## src/rtl/fhdc_pkg.sv

```systemverilog
`default_nettype none

package fhdc_pkg;

  // Width of the switch delay counter
  localparam int unsigned DelayBits = 8;
  localparam logic [DelayBits-1:0] DelayMax = {DelayBits{1'b1}};
  // Common width for counter against switch_delay compare
  localparam int unsigned CmpW = (DelayBits > 8) ? DelayBits : 8;

  // Battery below this level (tenths of a volt) counts as low
  localparam logic [9:0] BattLow = 10'd100;

  // Config write data covers the widest register
  localparam int unsigned CfgDataW = 14;

  // mode_bits positions
  localparam int unsigned ModeEnable    = 0;
  localparam int unsigned ModeCrankCut  = 1;
  localparam int unsigned ModeAcLink    = 2;
  localparam int unsigned ModeFanIdleup = 3;
  localparam int unsigned ModeAcIdleup  = 4;

  // Register indexes
  typedef enum logic [2:0] {
    RegOnTemp      = 3'd0,
    RegOffTemp     = 3'd1,
    RegThrottleOff = 3'd2,
    RegThrottleHys = 3'd3,
    RegSpeedOff    = 3'd4,
    RegSpeedHys    = 3'd5,
    RegSwitchDelay = 3'd6,
    RegModeBits    = 3'd7
  } cfg_idx_e;

  typedef struct packed {
    logic signed [12:0] on_temp;
    logic signed [12:0] off_temp;
    logic [9:0]         throttle_off_point;
    logic [9:0]         throttle_hysteresis;
    logic [13:0]        speed_off_point;
    logic [13:0]        speed_hysteresis;
    logic [7:0]         switch_delay;
    logic [4:0]         mode_bits;
  } cfg_t;

  typedef struct packed {
    logic signed [12:0] coolant_temp;
    logic [9:0]         throttle;
    logic [13:0]        vehicle_speed;
    logic               speed_used;
    logic [9:0]         battery;
    logic               engine_running;
    logic               cranking;
    logic               ac_request;
    logic               tick;
  } item_t;

  typedef struct packed {
    logic                 fan_enabled;
    logic                 throttle_hyst_active;
    logic                 speed_hyst_active;
    logic                 fan_demand;
    logic [DelayBits-1:0] delay_count;
    logic                 fan_pin;
    logic                 idleup_flag;
  } state_t;

endpackage

`default_nettype wire

```

## src/rtl/fan_hysteresis_delay_control_top.sv

```systemverilog
`default_nettype none

// Radiator fan controller with delayed switching and hysteresis cutoffs.
// Input channel (in_valid_i/in_ready_o) carries one sensor sample per
// transfer; output channel (out_valid_o/out_ready_i) returns exactly one
// result per sample: fan_on_o (fan pin level) and idleup_engaged_o.
// Config channel (cfg_valid_i/cfg_ready_o) writes register cfg_index_i
// with cfg_data_i; it is always ready and must only be used while idle.
// Each sample passes the input register, then evaluation into the result
// register and controller state, before its result transfers.
// Throughput: one sample per cycle while the receiver takes results; the
// state loop closes through the evaluation logic into the state register.
// Reset: control state clears, registers load their defaults (fan off,
// controller disabled), both pipeline stages empty.
// Receiver stall: the result register holds; one more sample may be
// taken into the input register, then in_ready_o drops until the result
// transfers.
module fan_hysteresis_delay_control_top (
  input  wire logic                           clk_i,
  input  wire logic                           rst_ni,
  // config
  input  wire logic                           cfg_valid_i,
  output logic                                cfg_ready_o,
  input  wire logic [2:0]                     cfg_index_i,
  input  wire logic [fhdc_pkg::CfgDataW-1:0]  cfg_data_i,
  // input samples
  input  wire logic                           in_valid_i,
  output logic                                in_ready_o,
  input  wire logic signed [12:0]             coolant_temp_i,
  input  wire logic [9:0]                     throttle_i,
  input  wire logic [13:0]                    vehicle_speed_i,
  input  wire logic                           speed_used_i,
  input  wire logic [9:0]                     battery_i,
  input  wire logic                           engine_running_i,
  input  wire logic                           cranking_i,
  input  wire logic                           ac_request_i,
  input  wire logic                           tick_i,
  // results
  output logic                                out_valid_o,
  input  wire logic                           out_ready_i,
  output logic                                fan_on_o,
  output logic                                idleup_engaged_o
);

  fhdc_pkg::cfg_t   cfg_q;
  fhdc_pkg::item_t  item_q;
  fhdc_pkg::state_t st_q;
  fhdc_pkg::state_t st_d;
  logic             in_valid_q;
  logic             out_valid_q;
  logic             fan_on_q;
  logic             idleup_q;
  logic             advance;

  assign cfg_ready_o = 1'b1;

  // Config registers
  always_ff @(posedge clk_i or negedge rst_ni) begin
    if (!rst_ni) begin
      cfg_q.on_temp             <= 13'sd2000;
      cfg_q.off_temp            <= 13'sd1900;
      cfg_q.throttle_off_point  <= 10'd1000;
      cfg_q.throttle_hysteresis <= 10'd50;
      cfg_q.speed_off_point     <= 14'd16383;
      cfg_q.speed_hysteresis    <= 14'd50;
      cfg_q.switch_delay        <= 8'd10;
      cfg_q.mode_bits           <= 5'd0;
    end else if (cfg_valid_i) begin
      case (fhdc_pkg::cfg_idx_e'(cfg_index_i))
        fhdc_pkg::RegOnTemp:      cfg_q.on_temp             <= $signed(cfg_data_i[12:0]);
        fhdc_pkg::RegOffTemp:     cfg_q.off_temp            <= $signed(cfg_data_i[12:0]);
        fhdc_pkg::RegThrottleOff: cfg_q.throttle_off_point  <= cfg_data_i[9:0];
        fhdc_pkg::RegThrottleHys: cfg_q.throttle_hysteresis <= cfg_data_i[9:0];
        fhdc_pkg::RegSpeedOff:    cfg_q.speed_off_point     <= cfg_data_i[13:0];
        fhdc_pkg::RegSpeedHys:    cfg_q.speed_hysteresis    <= cfg_data_i[13:0];
        fhdc_pkg::RegSwitchDelay: cfg_q.switch_delay        <= cfg_data_i[7:0];
        fhdc_pkg::RegModeBits:    cfg_q.mode_bits           <= cfg_data_i[4:0];
        default: ;
      endcase
    end
  end

  // Evaluate moves the input stage into the result stage
  assign advance    = in_valid_q && (!out_valid_q || out_ready_i);
  assign in_ready_o = !in_valid_q || advance;

  // Input register
  always_ff @(posedge clk_i or negedge rst_ni) begin
    if (!rst_ni) begin
      in_valid_q <= 1'b0;
    end else if (in_ready_o) begin
      in_valid_q <= in_valid_i;
    end
  end

  always_ff @(posedge clk_i) begin
    if (in_valid_i && in_ready_o) begin
      item_q.coolant_temp   <= coolant_temp_i;
      item_q.throttle       <= throttle_i;
      item_q.vehicle_speed  <= vehicle_speed_i;
      item_q.speed_used     <= speed_used_i;
      item_q.battery        <= battery_i;
      item_q.engine_running <= engine_running_i;
      item_q.cranking       <= cranking_i;
      item_q.ac_request     <= ac_request_i;
      item_q.tick           <= tick_i;
    end
  end

  fhdc_eval u_eval (
    .st_i   (st_q),
    .cfg_i  (cfg_q),
    .item_i (item_q),
    .st_o   (st_d)
  );

  // Controller state and result register
  always_ff @(posedge clk_i or negedge rst_ni) begin
    if (!rst_ni) begin
      st_q        <= '0;
      out_valid_q <= 1'b0;
      fan_on_q    <= 1'b0;
      idleup_q    <= 1'b0;
    end else begin
      if (advance) begin
        st_q        <= st_d;
        out_valid_q <= 1'b1;
        fan_on_q    <= st_d.fan_pin;
        idleup_q    <= st_d.idleup_flag;
      end else if (out_ready_i) begin
        out_valid_q <= 1'b0;
      end
    end
  end

  assign out_valid_o      = out_valid_q;
  assign fan_on_o         = fan_on_q;
  assign idleup_engaged_o = idleup_q;

`ifndef SYNTH
  // The pin is only ever driven while the fan is enabled
  a_pin_implies_enabled: assert property (@(posedge clk_i) disable iff (!rst_ni)
    st_q.fan_pin |-> st_q.fan_enabled)
    else $error("fan pin set while fan not enabled");

  // A disabled controller never moves the pin
  a_disabled_holds_pin: assert property (@(posedge clk_i) disable iff (!rst_ni)
    (advance && !cfg_q.mode_bits[fhdc_pkg::ModeEnable]) |=> $stable(st_q.fan_pin))
    else $error("fan pin changed while disabled");

  // Every evaluation produces a result
  a_advance_gives_result: assert property (@(posedge clk_i) disable iff (!rst_ni)
    advance |=> out_valid_q)
    else $error("evaluation without result");

  // Backpressure only when both stages are full and the result stalls
  a_ready_low_cause: assert property (@(posedge clk_i) disable iff (!rst_ni)
    !in_ready_o |-> (in_valid_q && out_valid_q && !out_ready_i))
    else $error("input stalled without a full pipeline");
`endif

endmodule

`default_nettype wire

```

## src/rtl/fhdc_eval.sv

```systemverilog
`default_nettype none

// Next-state logic for one item: tick, mode cutoffs, hysteresis cutoffs,
// demand rise, demand fall, in that order.
module fhdc_eval (
  input  wire fhdc_pkg::state_t st_i,
  input  wire fhdc_pkg::cfg_t   cfg_i,
  input  wire fhdc_pkg::item_t  item_i,
  output fhdc_pkg::state_t      st_o
);

  localparam int unsigned CmpW = fhdc_pkg::CmpW;

  fhdc_pkg::state_t   nxt;
  logic               stop;
  logic               cut;
  logic               on_cond;
  logic               off_cond;
  logic               ac_hold;
  logic               cnt_ge;
  logic [fhdc_pkg::DelayBits-1:0] cnt_tick;
  logic signed [11:0] thr_lim;
  logic signed [15:0] spd_lim;
  logic               thr_over;
  logic               thr_band;
  logic               spd_over;
  logic               spd_band;

  // Tick advances the counter, saturating
  assign cnt_tick = (item_i.tick && (st_i.delay_count != fhdc_pkg::DelayMax)) ?
                    st_i.delay_count + 1'b1 : st_i.delay_count;

  assign cnt_ge = CmpW'(cnt_tick) >= CmpW'(cfg_i.switch_delay);

  // Temperature and A/C conditions
  assign ac_hold  = item_i.ac_request && cfg_i.mode_bits[fhdc_pkg::ModeAcLink];
  assign on_cond  = (item_i.coolant_temp >= cfg_i.on_temp) || ac_hold;
  assign off_cond = (item_i.coolant_temp <= cfg_i.off_temp) && !ac_hold;

  // Hysteresis limits are signed differences
  assign thr_lim  = $signed(12'(cfg_i.throttle_off_point) - 12'(cfg_i.throttle_hysteresis));
  assign spd_lim  = $signed(16'(cfg_i.speed_off_point) - 16'(cfg_i.speed_hysteresis));
  assign thr_over = item_i.throttle > cfg_i.throttle_off_point;
  assign thr_band = $signed({2'b00, item_i.throttle}) > thr_lim;
  assign spd_over = item_i.vehicle_speed >= cfg_i.speed_off_point;
  assign spd_band = $signed({2'b00, item_i.vehicle_speed}) >= spd_lim;

  always_comb begin
    nxt = st_i;
    nxt.delay_count = cnt_tick;
    stop = 1'b0;
    cut  = 1'b0;

    // Enable and mode cutoffs
    if (!cfg_i.mode_bits[fhdc_pkg::ModeEnable]) begin
      stop = 1'b1;
    end else if (!cfg_i.mode_bits[fhdc_pkg::ModeCrankCut] ? !item_i.engine_running :
                 (item_i.cranking || (item_i.battery < fhdc_pkg::BattLow))) begin
      nxt.fan_pin = 1'b0;
      stop = 1'b1;
    end

    // Throttle and speed cutoffs while the fan is enabled
    if (!stop && st_i.fan_enabled) begin
      if (thr_over) begin
        nxt.throttle_hyst_active = 1'b1;
        cut = 1'b1;
      end else if (st_i.throttle_hyst_active && thr_band) begin
        cut = 1'b1;
      end else begin
        nxt.throttle_hyst_active = 1'b0;
      end
      if (item_i.speed_used) begin
        if (spd_over) begin
          nxt.speed_hyst_active = 1'b1;
          cut = 1'b1;
        end else if (st_i.speed_hyst_active && spd_band) begin
          cut = 1'b1;
        end else begin
          nxt.speed_hyst_active = 1'b0;
        end
      end
      if (cut) begin
        nxt.fan_pin = 1'b0;
      end
    end

    // Demand rise
    if (!stop && on_cond) begin
      if (!st_i.fan_demand) begin
        nxt.fan_demand  = 1'b1;
        nxt.delay_count = '0;
        if (cfg_i.mode_bits[fhdc_pkg::ModeFanIdleup] ||
            cfg_i.mode_bits[fhdc_pkg::ModeAcIdleup]) begin
          nxt.idleup_flag          = 1'b1;
          nxt.throttle_hyst_active = 1'b0;
          nxt.speed_hyst_active    = 1'b0;
        end
        stop = 1'b1;
      end else if (cnt_ge && !cut) begin
        nxt.fan_pin     = 1'b1;
        nxt.fan_enabled = 1'b1;
      end
    end

    // Demand fall
    if (!stop && off_cond) begin
      if (st_i.fan_demand) begin
        nxt.fan_demand  = 1'b0;
        nxt.delay_count = '0;
        if (cfg_i.mode_bits[fhdc_pkg::ModeFanIdleup]) begin
          nxt.idleup_flag = 1'b0;
        end
      end else if (cnt_ge) begin
        nxt.fan_pin     = 1'b0;
        nxt.fan_enabled = 1'b0;
      end
    end
  end

  assign st_o = nxt;

endmodule

`default_nettype wire

```

## config.mk

```make
export PLATFORM = sky130hd
export DESIGN_NAME = fan_hysteresis_delay_control_top
export DESIGN_NICKNAME = d
export VERILOG_FILES = /design/src/rtl/fhdc_pkg.sv /design/src/rtl/fan_hysteresis_delay_control_top.sv /design/src/rtl/fhdc_eval.sv
export SDC_FILE = /design/constraint.sdc
export NUM_CORES = 1
export LEC_CHECK = 0
export ABC_AREA = 1
export CAP_MARGIN = 20
export CORE_MARGIN = 2
export CORE_UTILIZATION = 50
export CTS_BUF_LIST = sky130_fd_sc_hd__clkbuf_4
export DETAILED_ROUTE_END_ITERATION = 8
export DONT_BUFFER_PORTS = 1
export HOLD_SLACK_MARGIN = 0.05
export PLACE_DENSITY = 0.66
export SETUP_SLACK_MARGIN = 0.2
export SYNTH_ARGS = -nofsm -noshare
export SYNTH_HDL_FRONTEND = slang
export SYNTH_SLANG_ARGS = --single-unit
```

## constraint.sdc

```tcl
create_clock -name clk_i -period 3.9 [get_ports clk_i]
set_input_delay 0.78 -clock clk_i [delete_from_list [all_inputs] [get_ports clk_i]]
set_output_delay 0.78 -clock clk_i [all_outputs]
set_load 0.01 [all_outputs]
```

==> out/qor.csv <==
metric,value,unit
p_int,3.05,mW
antenna_found_initial,1,
p_per_area,537,nW/um^2
fmax,313,MHz
fin_ws,0.707,ns
max_slew_margin,0.434,
pin_count,79,
p_sw,2.01,mW
grt_usage,0.207,
hold_viol_final,0,
layout_commonest_cell,nand2_1,
grt-ovfl-total,0,
p_leak,4.54,nW
cp-start-kind,flop,
final_min_period_over_clock_period,0.819,
drive_gt1_frac,0.0861,
required,4.38,ns
cap_viol_max_count,0,
tightest_slew,0.846,ns
setup_viol,0,
ys_async_sr_fraction,0.673,
netlist_top_cells_area,"dfrtp_1, edfxtp_1, ha_1",
endpoint_kind,flop,
clk_latency,0.56,ns
vias,6360,
worst_hold_path_type,input pin to async pin,
numClockSinks,153,
ctsHtreeMaxLevel,4,
yosysWarnings,0,
path_clk_slew,0.15,ns
p_seq_frac,0.428,
grt_max_degree,104,
syn_to_final_growth,6.25,%
synth_ff_type,dfrtp_1,
crit_type,flop to flop,
synth-edff-count,50,
netlist_area,8870,sq um
cts_buffers,17,
synth_cell_types,41,
final_cell_mix,"nand2_1, inv_1, ha_1",
cts_resized,0,
syn_area_per_cell,8.94,sq um
portBuffers,0,
p_total,5.06,mW
multi_input_area,4080,sq um
placed_cells,1201,
detail-route-antenna-nets,0,
cp_max_fo,4,
maxSlewViolCount,0,
switching_share,0.398,
comb_power_share,0.380,
gp_congestion,0.839,
pre_cts_ws,0.739,ns
clkPwrFrac,0.192,
yosysTopAreaCell,dfrtp_1,
yosysSeqAreaShare,0.466,
worstPathArrival,3.67,ns
setup_tns,0,ns
fillers,1631,
grt_pass1_vias,6237,
tritoncts,done,
vdd_drop_max,0.000315,V
synthesis.nets,1175,
stdcell_count,1238,
wl_per_cell,14.4,microns
core,17300,sq um
layout.nets,1180,
ys_seq_elements,153,
fp.dieW,137,microns
die_y,137,microns
synthCells,992,
root_buffer,clkbuf_4,
drcViolationCount,0,
grt_setup_unrepaired,no,
status,finished clean,
register_area,4130,sq um
fin_crit,3.19,ns
fin_skew,0.0141,ns
wl,17900,microns
first_pass_iters,4,
hpwl,13400,microns
grt_first_pass_wirelength,29900,microns
yosys.area.top_type_share,0.175,
viasPerCell,5.14,
initialDrtViolationCount,377,
die_area,18800,sq um
clk_path_buf_depth,2,
start_util,0.513,
rows,48,
## layout make-up
| type | count | share of cell area |
|---|---|---|
| multi-input combinational | 663 | 0.432 |
| clock buffer | 17 | 0.0135 |
| antenna | 3 | 0.000796 |
| sequential | 153 | 0.438 |
| inverter | 160 | 0.0637 |
| clock inverter | 15 | 0.0165 |
| tap | 225 | 0.0299 |
| timing repair buffer | 2 | 0.00504 |
## routing by layer
metal	track usage	wire [microns]	vias to the layer above
li1	-	-	3302
met1	0.276	8410	2925
met2	0.339	8490	112
met3	0.0412	652	21
met4	0.0647	300	0
met5	0	0	-
## Yosys cell counts, types with 2 or more instances
| cell type | n |
|---|---|
| nand3_1 | 21 |
| nand3_2 | 3 |
| xnor2_1 | 10 |
| a211oi_1 | 3 |
| inv_1 | 160 |
| dfrtp_1 | 62 |
| nand2_1 | 230 |
| a31oi_1 | 4 |
| nand3_4 | 2 |
| edfxtp_1 | 50 |
| clkbuf_1 | 14 |
| o2111ai_1 | 2 |
| nor3_1 | 10 |
| nor2_1 | 41 |
| dfstp_2 | 41 |
| o21bai_1 | 5 |
| a21o_1 | 4 |
| o21a_1 | 2 |
| nand4_1 | 19 |
| fa_1 | 2 |
| o21ai_0 | 104 |
| a21oi_1 | 59 |
| ha_1 | 107 |
| a21oi_2 | 2 |
| o211ai_1 | 3 |
| xor2_1 | 17 |
## metrics by stage
| step | utilization | instance area, sq um | hold WS [ns] |
|---|---|---|---|
| 2_1_floorplan | - | 8870 | 0.453 |
| 4_1_cts | 0.543 | 9400 | 0.110 |
| 5_1_grt | 0.545 | 9430 | 0.121 |
| 3_3_place_gp | 0.525 | 9090 | 0.468 |
| 6_report | 0.545 | 9430 | 0.111 |
| 3_5_place_dp | 0.525 | 9090 | 0.473 |
## power by group through the flow
stage | sequential, mW | combinational [mW] | clock, mW
global route | 2.21 | 2.30 | 1.06
floorplan | 2.14 | 1.54 | 0
finish | 2.17 | 1.92 | 0.971
global placement | 2.20 | 1.85 | 0
detailed placement | 2.20 | 1.90 | 0
CTS | 2.17 | 1.94 | 1.01
## cells by family after synthesis
family,count (synthesis),share of synthesized area
DFF,153,0.466
AOI/OAI and AO/OA,194,0.119
and+or+nand+nor,332,0.158
xor gates and xnor gates,27,0.0267
buffers and inverters,176,0.0750
other,1,0.000423
adders and majority gates,109,0.155
## critical path, cell delays in order, from the launching register on
cell      delay [ns]
dfstp_2         0.55
inv_1           0.04
ha_1            0.33
a21oi_1         0.16
o21ai_0         0.11
a21oi_2         0.22
o21ai_2         0.10
a21boi_1        0.20
o21ai_0         0.12
xor2_1          0.17
ha_1            0.30
nand2_1         0.09
nor2_1          0.05
a211oi_1        0.17
nand2_1         0.08
nand2_1         0.06
nand3_1         0.07
nand2_1         0.08
nand3b_1        0.08
nand3_1         0.09
nand2_1         0.05
## registers in the layout (all words and copies together) (netlist names)
name              flops
out_valid_o           1
st_q                 12
fan_on_o              1
item_q               50
in_valid_q            1
idleup_engaged_o      1
cfg_q                87
## final timing paths
check	startpoint	end	slack, ns	cells past startpoint
worst max-delay path	cfg_q[17]	st_q[11]	0.71	20
worst min-delay path	rst_ni	cfg_q[55]	0.11	1
worst max register to register	cfg_q[17]	st_q[11]	0.71	20
worst min register to register	cfg_q[21]	cfg_q[21]	0.50	2
max in group asynchronous	rst_ni	cfg_q[63]	3.36	1
min in group clk_i	throttle_i[0]	item_q[29]	0.29	0
## timing repair
action                                  CTS  global route
endpoints found under the hold margin   103             0
buffers inserted                          0             0
endpoints found under the setup margin    0             0
hold buffers                              1             0
(Power assumes the default switching activity.)
